[src/rtl/i2cmbe_pkg.sv]
// ----------------------------------------------------------------------------
// I2C master byte engine package
// Command codes and the item and result types shared by the engine modules.
// ----------------------------------------------------------------------------
package i2cmbe_pkg;

  typedef enum logic [2:0] {
    OP_IDLE  = 3'd0,
    OP_START = 3'd1,
    OP_STOP  = 3'd2,
    OP_WRITE = 3'd3,
    OP_READ  = 3'd4
  } op_e;

  localparam logic [7:0] PhaseTicksReset = 8'd4;
  localparam logic [7:0] AckTimeoutReset = 8'd255;

  localparam logic RegPhaseTicks = 1'b0;
  localparam logic RegAckTimeout = 1'b1;

  localparam int InDataW  = 16;
  localparam int OutDataW = 16;

  typedef struct packed {
    op_e        op;
    logic [7:0] write_data;
    logic       give_ack;
    logic       sda_sample;
  } item_t;

  typedef struct packed {
    logic       ack_missing;
    logic [7:0] read_byte;
    logic       done_res;
    logic       ready_res;
    logic       sda_driven;
    logic       sda_level;
    logic       scl_level;
  } result_t;

endpackage

[src/rtl/i2cmbe_front.sv]
// ----------------------------------------------------------------------------
// I2C byte engine front end
// Decodes the command of each tick item and buffers items in a short queue.
// ----------------------------------------------------------------------------
module i2cmbe_front import i2cmbe_pkg::*; #(
  parameter int QueueDepth = 2
) (
  input  logic       clk_i,
  input  logic       rst_ni,
  input  logic       in_valid_i,
  output logic       in_ready_o,
  input  logic [2:0] command_i,
  input  logic [7:0] write_data_i,
  input  logic       give_ack_i,
  input  logic       sda_sample_i,
  output logic       q_valid_o,
  input  logic       q_pop_i,
  output item_t      q_item_o
);

  localparam int PtrW = $clog2(QueueDepth);
  localparam int CntW = $clog2(QueueDepth + 1);
  localparam logic [PtrW-1:0] PtrLast = PtrW'(QueueDepth - 1);
  localparam logic [CntW-1:0] CntFull = CntW'(QueueDepth);

  item_t           mem_q [QueueDepth];
  item_t           item_in;
  logic [PtrW-1:0] wr_ptr_q, wr_ptr_d;
  logic [PtrW-1:0] rd_ptr_q, rd_ptr_d;
  logic [CntW-1:0] cnt_q, cnt_d;
  logic            push, pop;

  always_comb begin
    item_in.write_data = write_data_i;
    item_in.give_ack   = give_ack_i;
    item_in.sda_sample = sda_sample_i;
    if ((command_i >= OP_START) && (command_i <= OP_READ)) begin
      item_in.op = op_e'(command_i);
    end else begin
      item_in.op = OP_IDLE;
    end
  end

  assign in_ready_o = (cnt_q != CntFull);
  assign q_valid_o  = (cnt_q != '0);
  assign q_item_o   = mem_q[rd_ptr_q];
  assign push       = in_valid_i && in_ready_o;
  assign pop        = q_pop_i && q_valid_o;

  always_comb begin
    wr_ptr_d = wr_ptr_q;
    rd_ptr_d = rd_ptr_q;
    cnt_d    = cnt_q;
    if (push) begin
      wr_ptr_d = (wr_ptr_q == PtrLast) ? '0 : wr_ptr_q + 1'b1;
    end
    if (pop) begin
      rd_ptr_d = (rd_ptr_q == PtrLast) ? '0 : rd_ptr_q + 1'b1;
    end
    if (push && !pop) begin
      cnt_d = cnt_q + 1'b1;
    end else if (pop && !push) begin
      cnt_d = cnt_q - 1'b1;
    end
  end

  always_ff @(posedge clk_i or negedge rst_ni) begin
    if (!rst_ni) begin
      wr_ptr_q <= '0;
      rd_ptr_q <= '0;
      cnt_q    <= '0;
    end else begin
      wr_ptr_q <= wr_ptr_d;
      rd_ptr_q <= rd_ptr_d;
      cnt_q    <= cnt_d;
    end
  end

  always_ff @(posedge clk_i) begin
    if (push) begin
      mem_q[wr_ptr_q] <= item_in;
    end
  end

endmodule

[src/rtl/i2cmbe_back.sv]
// ----------------------------------------------------------------------------
// I2C byte engine back end
// Runs the bus phase sequencer one tick per item and registers each result.
// ----------------------------------------------------------------------------
module i2cmbe_back import i2cmbe_pkg::*; (
  input  logic       clk_i,
  input  logic       rst_ni,
  input  logic [7:0] phase_ticks_i,
  input  logic [7:0] ack_timeout_i,
  input  logic       q_valid_i,
  output logic       q_pop_o,
  input  item_t      q_item_i,
  output logic       out_valid_o,
  input  logic       out_ready_i,
  output result_t    out_res_o
);

  localparam logic [3:0] PhEnd = 4'd15;

  typedef struct packed {
    logic scl;
    logic sda;
    logic drv;
  } line_t;

  typedef struct packed {
    op_e        op;
    logic [3:0] phase;
    logic [7:0] tick;
    logic [3:0] bitc;
    logic [7:0] shift;
    logic [7:0] poll;
    logic       ack_choice;
    line_t      ln;
    logic [7:0] read_hold;
    logic       miss_hold;
  } eng_t;

  eng_t       st_q, st_d;
  result_t    res_q, res_d;
  logic       out_valid_q, out_valid_d;
  logic       enter, done;
  logic [3:0] nph, nx;
  logic [7:0] span;

  function automatic line_t stop_lines(input logic [1:0] k, input line_t cur);
    line_t r;
    r = cur;
    unique case (k)
      2'd0: r.scl = 1'b0;
      2'd1: begin
        r.drv = 1'b1;
        r.sda = 1'b0;
      end
      2'd2: r.scl = 1'b1;
      default: begin
        r.drv = 1'b1;
        r.sda = 1'b1;
      end
    endcase
    return r;
  endfunction

  assign q_pop_o     = q_valid_i && (!out_valid_q || out_ready_i);
  assign span        = (phase_ticks_i == 8'd0) ? 8'd1 : phase_ticks_i;
  assign out_valid_o = out_valid_q;
  assign out_res_o   = res_q;

  always_comb begin
    st_d  = st_q;
    enter = 1'b0;
    nph   = 4'd0;
    nx    = PhEnd;
    done  = 1'b0;
    if (st_q.op == OP_IDLE) begin
      if (q_item_i.op != OP_IDLE) begin
        st_d.op   = q_item_i.op;
        st_d.bitc = 4'd0;
        if (q_item_i.op == OP_WRITE) begin
          st_d.shift     = q_item_i.write_data;
          st_d.miss_hold = 1'b0;
        end else if (q_item_i.op == OP_READ) begin
          st_d.shift      = 8'd0;
          st_d.ack_choice = q_item_i.give_ack;
        end
        enter = 1'b1;
      end
    end else if ((st_q.op == OP_WRITE) && (st_q.phase == 4'd4)) begin
      if (!q_item_i.sda_sample) begin
        enter = 1'b1;
        nph   = 4'd5;
      end else begin
        st_d.poll = st_q.poll - 8'd1;
        if (st_q.poll == 8'd1) begin
          st_d.miss_hold = 1'b1;
          enter          = 1'b1;
          nph            = 4'd6;
        end
      end
    end else if (st_q.tick < span) begin
      st_d.tick = st_q.tick + 8'd1;
    end else begin
      unique case (st_q.op)
        OP_START, OP_STOP: begin
          nx = (st_q.phase < 4'd3) ? st_q.phase + 4'd1 : PhEnd;
        end
        OP_WRITE: begin
          if (st_q.phase == 4'd1) begin
            st_d.bitc  = st_q.bitc + 4'd1;
            st_d.shift = {st_q.shift[6:0], 1'b0};
            nx         = (st_d.bitc < 4'd8) ? 4'd0 : 4'd2;
          end else if (st_q.phase == 4'd5) begin
            st_d.ln.drv = 1'b1;
          end else if (st_q.phase < 4'd9) begin
            nx = st_q.phase + 4'd1;
          end
        end
        OP_READ: begin
          if (st_q.phase == 4'd2) begin
            st_d.bitc = st_q.bitc + 4'd1;
            nx        = (st_d.bitc < 4'd8) ? 4'd1 : 4'd3;
          end else if (st_q.phase >= 4'd6) begin
            st_d.read_hold = st_q.shift;
          end else begin
            nx = st_q.phase + 4'd1;
          end
        end
        default: nx = PhEnd;
      endcase
      if (nx == PhEnd) begin
        st_d.op    = OP_IDLE;
        st_d.phase = 4'd0;
        st_d.tick  = 8'd0;
        st_d.bitc  = 4'd0;
        done       = 1'b1;
      end else begin
        enter = 1'b1;
        nph   = nx;
      end
    end

    if (enter) begin
      st_d.phase = nph;
      st_d.tick  = 8'd1;
      unique case (st_d.op)
        OP_START: begin
          unique case (nph)
            4'd0: begin
              st_d.ln.drv = 1'b1;
              st_d.ln.sda = 1'b1;
            end
            4'd1: st_d.ln.scl = 1'b1;
            4'd2: st_d.ln.sda = 1'b0;
            default: st_d.ln.scl = 1'b0;
          endcase
        end
        OP_STOP: st_d.ln = stop_lines(nph[1:0], st_d.ln);
        OP_WRITE: begin
          unique case (nph)
            4'd0: begin
              st_d.ln.scl = 1'b0;
              st_d.ln.sda = st_d.shift[7];
              st_d.ln.drv = 1'b1;
            end
            4'd1: st_d.ln.scl = 1'b1;
            4'd2: st_d.ln.scl = 1'b0;
            4'd3: begin
              st_d.ln.drv = 1'b0;
              st_d.ln.scl = 1'b1;
            end
            4'd4: st_d.poll = ack_timeout_i;
            4'd5: st_d.ln.scl = 1'b0;
            default: st_d.ln = stop_lines(2'(nph - 4'd6), st_d.ln);
          endcase
        end
        OP_READ: begin
          unique case (nph)
            4'd0: st_d.ln.drv = 1'b0;
            4'd1: st_d.ln.scl = 1'b0;
            4'd2: begin
              st_d.ln.scl = 1'b1;
              st_d.shift  = {st_d.shift[6:0], q_item_i.sda_sample};
            end
            4'd3: st_d.ln.scl = 1'b0;
            4'd4: begin
              st_d.ln.drv = 1'b1;
              st_d.ln.sda = !st_d.ack_choice;
            end
            4'd5: st_d.ln.scl = 1'b1;
            default: st_d.ln.scl = 1'b0;
          endcase
        end
        default: st_d.ln = st_d.ln;
      endcase
    end
  end

  always_comb begin
    res_d.scl_level   = st_d.ln.scl;
    res_d.sda_level   = st_d.ln.sda;
    res_d.sda_driven  = st_d.ln.drv;
    res_d.ready_res   = (st_d.op == OP_IDLE);
    res_d.done_res    = done;
    res_d.read_byte   = st_d.read_hold;
    res_d.ack_missing = st_d.miss_hold;
  end

  always_comb begin
    if (q_pop_o) begin
      out_valid_d = 1'b1;
    end else if (out_ready_i) begin
      out_valid_d = 1'b0;
    end else begin
      out_valid_d = out_valid_q;
    end
  end

  always_ff @(posedge clk_i or negedge rst_ni) begin
    if (!rst_ni) begin
      st_q.op         <= OP_IDLE;
      st_q.phase      <= 4'd0;
      st_q.tick       <= 8'd0;
      st_q.bitc       <= 4'd0;
      st_q.shift      <= 8'd0;
      st_q.poll       <= 8'd0;
      st_q.ack_choice <= 1'b0;
      st_q.ln.scl     <= 1'b0;
      st_q.ln.sda     <= 1'b0;
      st_q.ln.drv     <= 1'b1;
      st_q.read_hold  <= 8'd0;
      st_q.miss_hold  <= 1'b0;
      out_valid_q     <= 1'b0;
    end else begin
      if (q_pop_o) begin
        st_q <= st_d;
      end
      out_valid_q <= out_valid_d;
    end
  end

  always_ff @(posedge clk_i) begin
    if (q_pop_o) begin
      res_q <= res_d;
    end
  end

endmodule

[src/rtl/i2c_master_byte_engine_unit.sv]
// ----------------------------------------------------------------------------
// I2C master byte engine
// Tick-driven I2C master for start, stop, byte write and byte read commands.
// ----------------------------------------------------------------------------
// Each input transfer is one bus tick and yields exactly one result transfer
// showing SCL, SDA, the SDA drive enable and the command status after that
// tick. The engine takes one tick per clock cycle while results are taken; each
// result passes through the input queue and the result register of the phase
// sequencer. A result that waits holds the sequencer, and the two-entry input
// queue then takes further ticks until it is full.
// Commands are taken only while ready_res was high; others are ignored.
// Configuration is written through cfg_we_i.
module i2c_master_byte_engine_unit import i2cmbe_pkg::*; #(
  parameter int QUEUE_DEPTH = 2
) (
  input  logic                clk_i,
  input  logic                rst_ni,
  input  logic                s_axis_tvalid,
  output logic                s_axis_tready,
  // command[2:0], write_data[10:3], give_ack[11], sda_sample[12], zero pad
  input  logic [InDataW-1:0]  s_axis_tdata,
  output logic                m_axis_tvalid,
  input  logic                m_axis_tready,
  // scl_level[0], sda_level[1], sda_driven[2], ready_res[3], done_res[4],
  // read_byte[12:5], ack_missing[13], zero pad
  output logic [OutDataW-1:0] m_axis_tdata,
  input  logic                cfg_we_i,
  input  logic                cfg_idx_i,
  input  logic [7:0]          cfg_wdata_i
);

  logic [7:0] phase_ticks_q;
  logic [7:0] ack_timeout_q;
  logic       q_valid, q_pop;
  item_t      q_item;
  result_t    res;

  always_ff @(posedge clk_i or negedge rst_ni) begin
    if (!rst_ni) begin
      phase_ticks_q <= PhaseTicksReset;
      ack_timeout_q <= AckTimeoutReset;
    end else if (cfg_we_i) begin
      if (cfg_idx_i == RegPhaseTicks) begin
        phase_ticks_q <= cfg_wdata_i;
      end else begin
        ack_timeout_q <= cfg_wdata_i;
      end
    end
  end

  i2cmbe_front #(
    .QueueDepth(QUEUE_DEPTH)
  ) u_front (
    .clk_i       (clk_i),
    .rst_ni      (rst_ni),
    .in_valid_i  (s_axis_tvalid),
    .in_ready_o  (s_axis_tready),
    .command_i   (s_axis_tdata[2:0]),
    .write_data_i(s_axis_tdata[10:3]),
    .give_ack_i  (s_axis_tdata[11]),
    .sda_sample_i(s_axis_tdata[12]),
    .q_valid_o   (q_valid),
    .q_pop_i     (q_pop),
    .q_item_o    (q_item)
  );

  i2cmbe_back u_back (
    .clk_i        (clk_i),
    .rst_ni       (rst_ni),
    .phase_ticks_i(phase_ticks_q),
    .ack_timeout_i(ack_timeout_q),
    .q_valid_i    (q_valid),
    .q_pop_o      (q_pop),
    .q_item_i     (q_item),
    .out_valid_o  (m_axis_tvalid),
    .out_ready_i  (m_axis_tready),
    .out_res_o    (res)
  );

  assign m_axis_tdata = {{(OutDataW - $bits(result_t)){1'b0}}, res};

endmodule

[config.mk]
export PLATFORM = sky130hd
export DESIGN_NAME = i2c_master_byte_engine_unit
export DESIGN_NICKNAME = d
export VERILOG_FILES = /design/src/rtl/i2cmbe_pkg.sv /design/src/rtl/i2cmbe_front.sv /design/src/rtl/i2cmbe_back.sv /design/src/rtl/i2c_master_byte_engine_unit.sv
export SDC_FILE = /design/constraint.sdc
export NUM_CORES = 1
export LEC_CHECK = 0
export BUFFER_PORTS_ARGS = -buffer_cell sky130_fd_sc_hd__buf_2
export CAP_MARGIN = 10
export CORE_MARGIN = 10
export CORE_UTILIZATION = 50
export DETAILED_ROUTE_END_ITERATION = 8
export PLACE_DENSITY = 0.82
export SLEW_MARGIN = 40
export SYNTH_ARGS = -nofsm -noshare
export SYNTH_HDL_FRONTEND = slang
export SYNTH_SLANG_ARGS = --single-unit
[constraint.sdc]
create_clock -name clk_i -period 3.18 [get_ports clk_i]
set_input_delay 0.636 -clock clk_i [delete_from_list [all_inputs] [get_ports clk_i]]
set_output_delay 0.636 -clock clk_i [all_outputs]
set_load 0.02 [all_outputs]
==> results.sh <==
export IMPL_run_status="finished, violations left"
export IMPL_failed_checks="negative setup slack"
export IMPL_cts_hold_buffers_added=0
export IMPL_detailedPlace_worstSlack_ns=-0.349
export IMPL_comb_power_share_pct=49.1
export IMPL_clkTransAtPathRegs_ns=0.07
export IMPL_slew_viol_final=0
export IMPL_cts_made_buffers=9
export IMPL_maxClockFrequency_ghz=0.290
export IMPL_hold_ws_ns=0.314
export IMPL_synth_seq_area_share_pct=47.3
export IMPL_final_net_count=792
export IMPL_mapped_cells=612
export IMPL_cts_buffer_depth=2
export IMPL_postRouteWirelength_microns=17300
export IMPL_power_clock_fraction_pct=19.1
export IMPL_fillerInstances=934
export IMPL_initial_core_util_pct=51.3
export IMPL_rows=40
export IMPL_setup_viol=28
export IMPL_synth_avg_cell_area_sq_um=10.2
export IMPL_mostFrequentLayoutCell="sky130_fd_sc_hd__buf_4"
export IMPL_timing_final_ws_setup_ns=-0.270
export IMPL_timing_final_crit_period_ns=3.45
export IMPL_cap_violations=0
export IMPL_chipHeight_microns=132
export IMPL_synth_cell_type_count=90
export IMPL_swShare_pct=40.1
export IMPL_ys_seq_elements=109
export IMPL_worst_path_arrival_time_ns=3.56
export IMPL_dpl_hpwl_microns=12100
export IMPL_layout_drive_gt1_share_pct=37.2
export IMPL_antenna_found_initial=0
export IMPL_finish_instance_area_sq_um=8030
export IMPL_pin_count_of_the_biggest_net_entering_global_routing=38
export IMPL_post_synth_arst_share_pct=63.3
export IMPL_netSwitchingPower_mw=2.66
export IMPL_overflow=0
export IMPL_ys_flop_type="sky130_fd_sc_hd__dfrtp_1"
export IMPL_ant_nets=0
export IMPL_leakage_nw=3.47
export IMPL_post_drt_via_cell_ratio=5.86
export IMPL_synth_yosys_warnings=0
export IMPL_num_io_pins=48
export IMPL_first_pass_iters=8
export IMPL_port_buffer_count=42
export IMPL_first_global_vias=5677
export IMPL_detail_route_iter0_violations=496
export IMPL_fp_dieArea_sq_um=17300
export IMPL_tightest_slew_ns=0.676
export IMPL_totalPowerFinal_mw=6.63
export IMPL_final_core_utilization_pct=66.3
export IMPL_synth_edff_count=40
export IMPL_grt_pass1_wl_microns=27700
export IMPL_timing_final_crit_share_pct=108
export IMPL_htree_num_levels=3
export IMPL_holdCritPathClass="in -> async"
export IMPL_power_density_nw_per_um2=826
export IMPL_startpoint_type="flip-flop"
export IMPL_finClkSkew_ns=0.0108
export IMPL_groute_usage_overall_pct=19.3
export IMPL_seq_power_share_pct=31.8
export IMPL_vdd_ir_drop_max_uv=561
export IMPL_critical_path_fanout_max=8
export IMPL_floorplan_die_width_microns=132
export IMPL_critPathRequiredTime_ns=3.29
export IMPL_routedWlPerCell_microns=18.8
export IMPL_gpl_final_weighted_congestion=0.943
export IMPL_floorplan_core_area_sq_um=12100
export IMPL_timing_max_slew_rel_slack_pct=54.9
export IMPL_final_hold_viols=0
export IMPL_worstSetupEndpointType="flip-flop"
export IMPL_tritoncts_clock_tree="built"
export IMPL_synthToLayoutAreaGrowth_pct=29.1
export IMPL_drc=0
export IMPL_synthesis_area_sq_um=6220
export IMPL_ctsRootBufferMaster="sky130_fd_sc_hd__clkbuf_16"
export IMPL_p_int_mw=3.97
export IMPL_unrepaired_setup_endpoints_after_global_routing="true"
export IMPL_clk_latency_ns=0.36
export IMPL_cts_num_sinks=109
export IMPL_worst_setup_path_type="reg -> reg"
export IMPL_postPlaceCellArea_sq_um=7250
export IMPL_final_cell_mix="sky130_fd_sc_hd__buf_4 (99), sky130_fd_sc_hd__nand2_1 (74), sky130_fd_sc_hd__dfrtp_1 (58)"
export IMPL_route_vias_total=5389
## worst paths after layout
path	depth (start not counted)	start	slack (ns)	endpoint
worst max-delay path	14	u_back.st_q[41]	-0.27	u_back.out_res_o[2]
max in group asynchronous	2	rst_ni	2.03	u_back.st_q[9]
worst min-delay path	1	rst_ni	0.31	u_back.st_q[38]
min in group clk_i	1	s_axis_tdata[4]	0.46	u_front.mem_q[0][3]
worst max register to register	14	u_back.st_q[41]	-0.27	u_back.out_res_o[2]
worst min register to register	2	u_back.st_q[8]	0.48	u_back.st_q[8]
## final cells by class
cell class / count / area (sq um) / area share (%)
Inverter: 23 / 88.8 / 1.11
Timing Repair Buffer: 147 / 1030 / 12.8
Multi-Input combinational cell: 455 / 3410 / 42.5
Antenna cell: 1 / 2.50 / 0.0312
Clock inverter: 7 / 116 / 1.45
Clock buffer: 9 / 225 / 2.81
Tap cell: 168 / 210 / 2.62
Sequential cell: 109 / 2940 / 36.6
## state kept, by name, summed over array words and instances (netlist names)
register,count
ack_timeout_q,8
phase_ticks_q,8
u_back.out_res_o,14
u_back.out_valid_o,1
u_back.st_q,48
u_front.cnt_q,2
u_front.mem_q,26
u_front.rd_ptr_q,1
u_front.wr_ptr_q,1
## logic make-up (layout without fill, tap and decap cells)
group	after synthesis	after routing	share of synthesized area [%]
AND/OR/NAND/NOR	214	214	17.8
AO/OA/AOI/OAI	164	164	17.8
flip-flops	109	109	47.3
multiplexers	52	52	8.90
buffers and inverters	49	186	3.92
adder cells (fa/ha/maj)	17	17	3.42
XOR/XNOR	6	6	0.845
other	1	3	0.0603
## worst max-delay path, stage by stage (launching register included)
cell and delay [ns]:
sky130_fd_sc_hd__dfrtp_1 0.42, sky130_fd_sc_hd__inv_2 0.13, sky130_fd_sc_hd__ha_4 0.15, sky130_fd_sc_hd__or3b_4 0.39, sky130_fd_sc_hd__or4b_1 0.18, sky130_fd_sc_hd__o211ai_1 0.11, sky130_fd_sc_hd__a2111o_2 0.54, sky130_fd_sc_hd__a21oi_4 0.28
sky130_fd_sc_hd__buf_4 0.16, sky130_fd_sc_hd__nor3_2 0.05, sky130_fd_sc_hd__nor3_2 0.18, sky130_fd_sc_hd__a221oi_2 0.05, sky130_fd_sc_hd__buf_4 0.18, sky130_fd_sc_hd__nor4b_4 0.28, sky130_fd_sc_hd__nor2_1 0.09
## stage by stage
step,setup TNS (ns),cells
after global routing,-9.20,918
after global placement,-4.39,890
after detailed placement,-6.69,890
final,-4.06,919
after CTS,-3.23,913
after floorplan,-0.0737,613
## what timing repair did
item | 4_1_cts | 5_1_grt
setup buffers | 7 | 5
cloned | 0 | 0
gates resized for setup | 51 | 32
setup endpoints to repair | 31 | 38
pin swaps | 16 | 6
## power groups by stage
| stage | Clock [mW] | Sequential [mW] | Combinational [mW] |
|---|---|---|---|
| 2_1_floorplan | 0 | 2.13 | 1.70 |
| 3_3_place_gp | 0 | 2.09 | 2.66 |
| 3_5_place_dp | 0 | 2.11 | 2.75 |
| 4_1_cts | 1.28 | 2.09 | 3.00 |
| 5_1_grt | 1.33 | 2.14 | 3.52 |
| 6_report | 1.26 | 2.11 | 3.26 |
## per-layer routing
metal | track usage, % | up-vias | wire [microns] | share of wire, %
met1 | 21.3 | 2665 | 6760 | 39
met2 | 35.3 | 174 | 9250 | 54
li1 | - | 2516 | - | -
met4 | 7.29 | 0 | 367 | 2.1
met5 | 0 | - | 0 | 0
met3 | 4.19 | 34 | 892 | 5.2
## Yosys cell counts (5+ instances only)
library cell                instances  area [sq um]
sky130_fd_sc_hd__nand2_1           74           278
sky130_fd_sc_hd__dfrtp_1           59          1480
sky130_fd_sc_hd__o21ai_0           48           240
sky130_fd_sc_hd__nor2_1            43           161
sky130_fd_sc_hd__edfxtp_1          40          1200
sky130_fd_sc_hd__a21oi_1           31           155
sky130_fd_sc_hd__mux2i_1           29           290
sky130_fd_sc_hd__inv_1             22          82.6
sky130_fd_sc_hd__mux2_2            22           248
sky130_fd_sc_hd__ha_1              17           213
sky130_fd_sc_hd__nor3_1            17          85.1
sky130_fd_sc_hd__o22ai_1           13          81.3
sky130_fd_sc_hd__nand3_1           12          60.1
sky130_fd_sc_hd__clkbuf_1          11          41.3
sky130_fd_sc_hd__nand2b_1          11          68.8
sky130_fd_sc_hd__dfstp_2           10           263
sky130_fd_sc_hd__o31ai_1            9          67.6
sky130_fd_sc_hd__and2_1             7          43.8
sky130_fd_sc_hd__and3_1             6          37.5
sky130_fd_sc_hd__buf_2              6          30.0
sky130_fd_sc_hd__buf_6              6          67.6
sky130_fd_sc_hd__nor2b_1            6          37.5
sky130_fd_sc_hd__a211oi_1           5          37.5
sky130_fd_sc_hd__o2111ai_1          5          43.8
sky130_fd_sc_hd__o211ai_1           5          37.5
sky130_fd_sc_hd__or3_1              5          31.3
Power figures use the tool's default switching activity.
